**src/sv/bfiq_pkg.sv**
```systemverilog
// Shared types and constants of the bloom filter insert/query block.
// Used by the front end, the back end and the top level; depends on nothing.
package bfiq_pkg;

    localparam int STORE_BYTES = 8192;
    localparam int MAX_PROBES  = 32;
    localparam int STORE_WORDS = STORE_BYTES / 8;
    localparam int WORD_AW     = $clog2(STORE_WORDS);
    localparam int POS_W       = $clog2(STORE_BYTES * 8);
    localparam int NB_W        = POS_W + 1;
    localparam int HASH_W      = 64;
    localparam int KIND_W      = 2;
    localparam int K_W         = 6;
    localparam int BYTES_W     = 14;
    localparam int IDX_W       = 2;

    // register indexes
    localparam logic [IDX_W-1:0] REG_PROBE_COUNT  = 2'd0;
    localparam logic [IDX_W-1:0] REG_FILTER_BYTES = 2'd1;

    // input kind codes
    localparam logic [KIND_W-1:0] KIND_INSERT = 2'd0;
    localparam logic [KIND_W-1:0] KIND_QUERY  = 2'd1;
    localparam logic [KIND_W-1:0] KIND_CLEAR  = 2'd2;

    typedef enum logic [1:0] {
        OP_INSERT,
        OP_QUERY,
        OP_CLEAR,
        OP_NONE
    } op_t;

    typedef struct packed {
        op_t               op;
        logic [HASH_W-1:0] h1;
        logic [HASH_W-1:0] h2;
    } item_t;

    // effective configuration seen by the back end
    typedef struct packed {
        logic [K_W-1:0]  probes;
        logic [NB_W-1:0] nbits;
    } cfg_t;

endpackage

```
**src/sv/bfiq_front.sv**
```systemverilog
// Front end: accepts input items, decodes the kind and queues them.
// Depends on bfiq_pkg.
module bfiq_front
    import bfiq_pkg::*;
(
    input  logic                clk,
    input  logic                rst_n,
    input  logic                s_tvalid,
    output logic                s_tready,
    input  logic [2*HASH_W-1:0] s_tdata,   // hash_first, hash_second
    input  logic [KIND_W-1:0]   s_tuser,   // kind
    input  logic                clearing,
    output logic                q_valid,
    output item_t               q_item,
    input  logic                q_pop
);

    item_t      fifo_reg [2];
    logic       wptr_reg, wptr_next;
    logic       rptr_reg, rptr_next;
    logic [1:0] cnt_reg, cnt_next;
    logic       push;
    item_t      in_item;

    // classify
    always_comb
    begin
        in_item.h1 = s_tdata[HASH_W-1:0];
        in_item.h2 = s_tdata[2*HASH_W-1:HASH_W];
        case (s_tuser)
            KIND_INSERT: in_item.op = OP_INSERT;
            KIND_QUERY:  in_item.op = OP_QUERY;
            KIND_CLEAR:  in_item.op = OP_CLEAR;
            default:     in_item.op = OP_NONE;
        endcase
    end

    assign s_tready = (cnt_reg != 2'd2) && !clearing;
    assign push     = s_tvalid && s_tready;
    assign q_valid  = (cnt_reg != 2'd0);
    assign q_item   = fifo_reg[rptr_reg];

    // queue pointers
    always_comb
    begin
        wptr_next = push ? ~wptr_reg : wptr_reg;
        rptr_next = q_pop ? ~rptr_reg : rptr_reg;
        cnt_next  = cnt_reg;
        if (push && !q_pop)
        begin
            cnt_next = cnt_reg + 2'd1;
        end
        else if (!push && q_pop)
        begin
            cnt_next = cnt_reg - 2'd1;
        end
    end

    always_ff @(posedge clk or negedge rst_n)
    begin
        if (!rst_n)
        begin
            wptr_reg <= 1'b0;
            rptr_reg <= 1'b0;
            cnt_reg  <= 2'd0;
        end
        else
        begin
            wptr_reg <= wptr_next;
            rptr_reg <= rptr_next;
            cnt_reg  <= cnt_next;
        end
    end

    // queue storage
    always_ff @(posedge clk)
    begin
        if (push)
        begin
            fifo_reg[wptr_reg] <= in_item;
        end
    end

endmodule

```
**config.mk**
```make
export PLATFORM = sky130hd
export DESIGN_NAME = bfiq_front
export DESIGN_NICKNAME = d
export VERILOG_FILES = /design/src/sv/bfiq_pkg.sv /design/src/sv/bfiq_front.sv
export SDC_FILE = /design/constraint.sdc
export NUM_CORES = 1
export LEC_CHECK = 0
export ABC_AREA = 1
export BUFFER_PORTS_ARGS = -buffer_cell sky130_fd_sc_hd__buf_4
export CELL_PAD_IN_SITES_DETAIL_PLACEMENT = 1
export CELL_PAD_IN_SITES_GLOBAL_PLACEMENT = 2
export CORE_AREA = 2 2 164 166
export DETAILED_ROUTE_END_ITERATION = 8
export DIE_AREA = 0 0 166 168
export PLACE_DENSITY = 0.77
export SKIP_CTS_REPAIR_TIMING = 1
export SLEW_MARGIN = 20
export SYNTH_ARGS = -nofsm -noshare
export SYNTH_HDL_FRONTEND = slang
export SYNTH_SLANG_ARGS = --single-unit
```
**constraint.sdc**
```tcl
create_clock -name clk -period 7.66 [get_ports clk]
set_input_delay 0 -clock clk [delete_from_list [all_inputs] [get_ports clk]]
set_output_delay 0 -clock clk [all_outputs]
set_load 0.005 [all_outputs]
```
# Word-level counts from Yosys, hierarchy flattened
# Memories as Yosys holds them, arrays and structs flattened.
# Cells that the tools add are included.
# classes
bitwise_logic	2
mux	5
n_addsub	2
eq_ne	3
reduce_logical	10
# ops
op	n
case mux 2 bit (3 select lines)	1
logical AND 1 bit	4
2-to-1 mux 2 bit	2
nonzero test 2 bit	2
zero test 1 bit	3
adder 2 x 1 -> 2 bit, second input constant	1
== test 2 x 1 -> 1 bit, second input constant	1
== test 2 bit, second input constant	1
zero test 2 bit	1
2-to-1 mux 1 bit	2
!= test 2 bit, second input constant	1
NOT 1 bit	2
subtractor 2 x 1 -> 2 bit, second input constant	1
# word_totals
input_bits	135
n_memories	1
ramBits	260
output_inout_bits	132
elab_cells	26
regBits	4
# memory_table
name	depth	width	read_ports	rd_ports_with_merged_regs	wr	line	source
fifo_reg	2	130	1	0	1	bfiq_front.sv:18	item_t fifo_reg [2];

# Longest topological paths before layout
# logic_depth
word_depth	7
depth_mapped	10
depth_no_buf	10

# Worst setup path after synthesis
# OpenSTA, ideal clock, no wires.
# synth_path
path_kind	reg2reg
startpoint	register cnt_reg[0]
endpoint	memory fifo_reg[1][0] (netlist bit) (enable)
stages_incl_launch_ff	5
arrival_ns	6.016
period_less_slack_ns	6.637
setup_ns	0.621
n_path_buf	0
t_required_ns	7.039
slack_ns	1.023
cell_sequence	dfrtp_1 -> inv_1 -> nand2_1 -> nand3_1 -> nor2_1
# synth_via
elab_chain_len	5
# synth_lines
element	line	source
start: declaration	bfiq_front.sv:21	logic [1:0] cnt_reg, cnt_next;
start signal: assignment	bfiq_front.sv:71	cnt_reg <= cnt_next;
!= test 2 bit	bfiq_front.sv:38	assign s_tready = (cnt_reg != 2'd2) && !clearing;
logical AND 1 bit	bfiq_front.sv:38	
logical AND 1 bit	bfiq_front.sv:39	assign push = s_tvalid && s_tready;
2-to-1 mux 1 bit	bfiq_front.sv:78	if (push)
2-to-1 mux 1 bit (not written as such)	bfiq_front.sv:80	fifo_reg[wptr_reg] <= in_item;
end: declaration	bfiq_front.sv:18	
# Every way passes these cells.

==> flow_metrics.py <==
metrics = {
    "route": {
        "wl_per_cell_um": 18.7,
        "drt-initial-drc-count": 234,
        "ant_nets": 0,
        "vias_per_cell": 4.53,
        "firstDrtPassIters": 4,
        "wirelength_um": 22800,
        "remaining_drc_errors": 0,
        "vias": 5532,
    },
    "clocking": {
        "cts_buffers": 28,
        "h-tree-depth": 1,
        "clk_pin_slew_ps": 60,
        "clock_latency_ps": 530,
        "cts.path.max_buffers": 3,
        "clock-root-buffer": "clkbuf_16",
        "cts.sinks": 264,
        "cts_tree": "built",
    },
    "synthesis": {
        "yosysWarningCount": 0,
        "synthTopCellsByCount": "260 x edfxtp_1, 90 x mux2_4, 40 x mux2_2",
        "ys_ff_latch": 264,
        "synth_seq_area_share": 0.792,
        "synth_area_leaders": "edfxtp_1 78%, mux2_4 14%, mux2_2 4.5%, buf_6 1.1%, dfrtp_1 1.0%",
        "synth_nets": 573,
        "synthDominantCellAreaShare": 0.782,
        "synth-edff-count": 260,
        "async_flop_share": 0.0152,
        "yosysMostFrequentCell": "edfxtp_1",
        "synth_top_area_cell": "edfxtp_1",
        "syn-cell-area_mm2": 0.00999,
        "ys_types": 17,
        "synthCells": 437,
        "synthFlopType": "edfxtp_1",
        "avgSynthCellArea_um2": 22.9,
    },
    "die": {
        "fp.dieH_um": 168,
        "row_count": 60,
        "chipWidth_um": 166,
        "dieArea_mm2": 0.0279,
        "io_pins": 267,
        "initial_core_util": 0.379,
        "design.core.area_mm2": 0.0264,
    },
    "sta": {
        "rsz0062_at_grt": "false",
        "fin_skew_ps": 10.9,
        "tightest_slew_ps": 1010,
        "finalHoldViolCount": 0,
        "fin_tns_setup_ps": 0,
        "setup_viol_count_final": 0,
        "slew_violations": 0,
        "slew_headroom": 0.330,
        "fmax_ghz": 0.346,
        "fin_crit_ps": 2890,
        "fin_crit_sh": 0.377,
    },
    "critical_path": {
        "crit_arrival_ps": 2890,
        "critPathMaxFanout": 59,
        "cp_num_buf_inv": 2,
        "path_common_cell": "buf_4",
        "critPathTopFamily": "buffers and inverters",
        "slowest_stage": "dfrtp_4",
        "crit_chain": "buf_4, mux2_2, buf_4",
        "slowest_delay_ps": 830,
        "required_ps": 7660,
        "setup.worst_path.start_class": "flip-flop",
        "end_kind": "primary output",
        "crit_type": "reg2out",
    },
    "place": {
        "place_area_mm2": 0.0123,
        "dp_hpwl_um": 14000,
        "port_buffers": 266,
        "gp_congestion": 0.715,
    },
    "status": {
        "status": "completed",
    },
    "finish": {
        "area_delta_synth_final_pct": 45.9,
        "finalNetCount": 993,
        "largest_reg_flops": 260,
        "finalInstanceArea_mm2": 0.0146,
        "drive_above_1_share": 0.502,
        "utilization": 0.553,
    },
    "pwr": {
        "p_leak_nw": 5.72,
        "power_mw": 4.52,
        "peakVddDrop_uv": 160,
        "p_per_area_mw_per_mm2": 310,
    },
    "global_routing": {
        "first_global_vias": 5602,
        "grt_first_pass_wirelength_um": 31600,
        "overflow": 0,
        "grt_max_degree": 71,
        "antenna_found_initial": 1,
        "grt.total_usage": 0.144,
    },
    "run": {
        "drv_cap": 0,
    },
    "worst_hold_path": {
        "hold_path_class": "in2reg",
    },
}
==> kinds of logic (layout without fill, tap and decap cells) <==
family	count (synthesis)	count (layout)	synth area share
compound gates	1	1	0.000501
xor+xnor	2	2	0.00175
fa+ha+maj	1	1	0.00125
buf+inv	26	467	0.0189
flops	264	264	0.792
mux	130	130	0.180
other cells	0	2	0
simple gates	13	13	0.00564
==> tightest hold or removal path: cells and delay by family <==
| family | cells | cell delay [ps] |
|---|---|---|
| xor+xnor | 1 | 60 |
| buf+inv | 3 | 280 |
| simple gates | 1 | 160 |
| fa+ha+maj | 1 | 150 |
==> final cells by class <==
cell class | count | area, µm²
fill | 2387 | 11800
sequential | 264 | 7910
timing repair buffer | 407 | 3400
multi-input combinational | 147 | 1900
clock buffer | 36 | 752
tap | 341 | 427
clock inverter | 15 | 141
inverter | 9 | 38.8
antenna | 2 | 5.00
==> per-stage QoR <==
step | std cells | hold slack, ps | setup slack [ps]
CTS | 1083 | -771 | 4710
global placement | 1032 | -192 | 5160
global route | 1220 | 178 | 4630
detailed placement | 1032 | -190 | 5040
finish | 1221 | 178 | 4770
floorplan | 437 | -296 | 1020
==> worst paths after layout <==
kind	depth (start not counted)	start	slack, ps	endpoint
setup reg to reg	5	cnt_reg[0]	5080	fifo_reg[0][83]
min in group asynchronous	3	rst_n	410	cnt_reg[1]
hold reg to reg	1	cnt_reg[0]	520	cnt_reg[0]
setup / recovery	3	rptr_reg	4770	q_item[12]
max in group asynchronous	3	rst_n	7020	rptr_reg
hold / removal	6	clearing	180	cnt_reg[0]
==> power by group <==
group / leakage [nW] / switching, mW / internal, mW
Sequential: 2.42 / 0.0911 / 1.80
Clock: 0.439 / 0.521 / 0.788
Combinational: 2.86 / 0.528 / 0.792
==> routing by layer <==
metal | GRT usage | routed length (µm) | vias up
li1 | - | - | 2559
met4 | 0.0431 | 339 | 0
met2 | 0.248 | 12000 | 190
met1 | 0.175 | 8940 | 2753
met5 | 0 | 0 | -
met3 | 0.0465 | 1550 | 30
==> cells in the final DEF (no fill, tap or decap) <==
cell / count
buf_4: 271
edfxtp_1: 260
dlygate4sd3_1: 136
mux2_4: 90
mux2_2: 40
clkbuf_16: 29
inv_1: 8
nand2_1: 8
clkbuf_1: 7
clkinv_1: 7
clkinv_2: 5
bufinv_16: 3
dfrtp_1: 3
diode_2: 2
nand3_1: 2
nand4_1: 2
a21oi_1: 1
nor2_4: 1
inv_6: 1
xnor2_1: 1
xor2_1: 1
ha_1: 1
dfrtp_4: 1
Note: power is estimated with default switching activity, not from simulation.
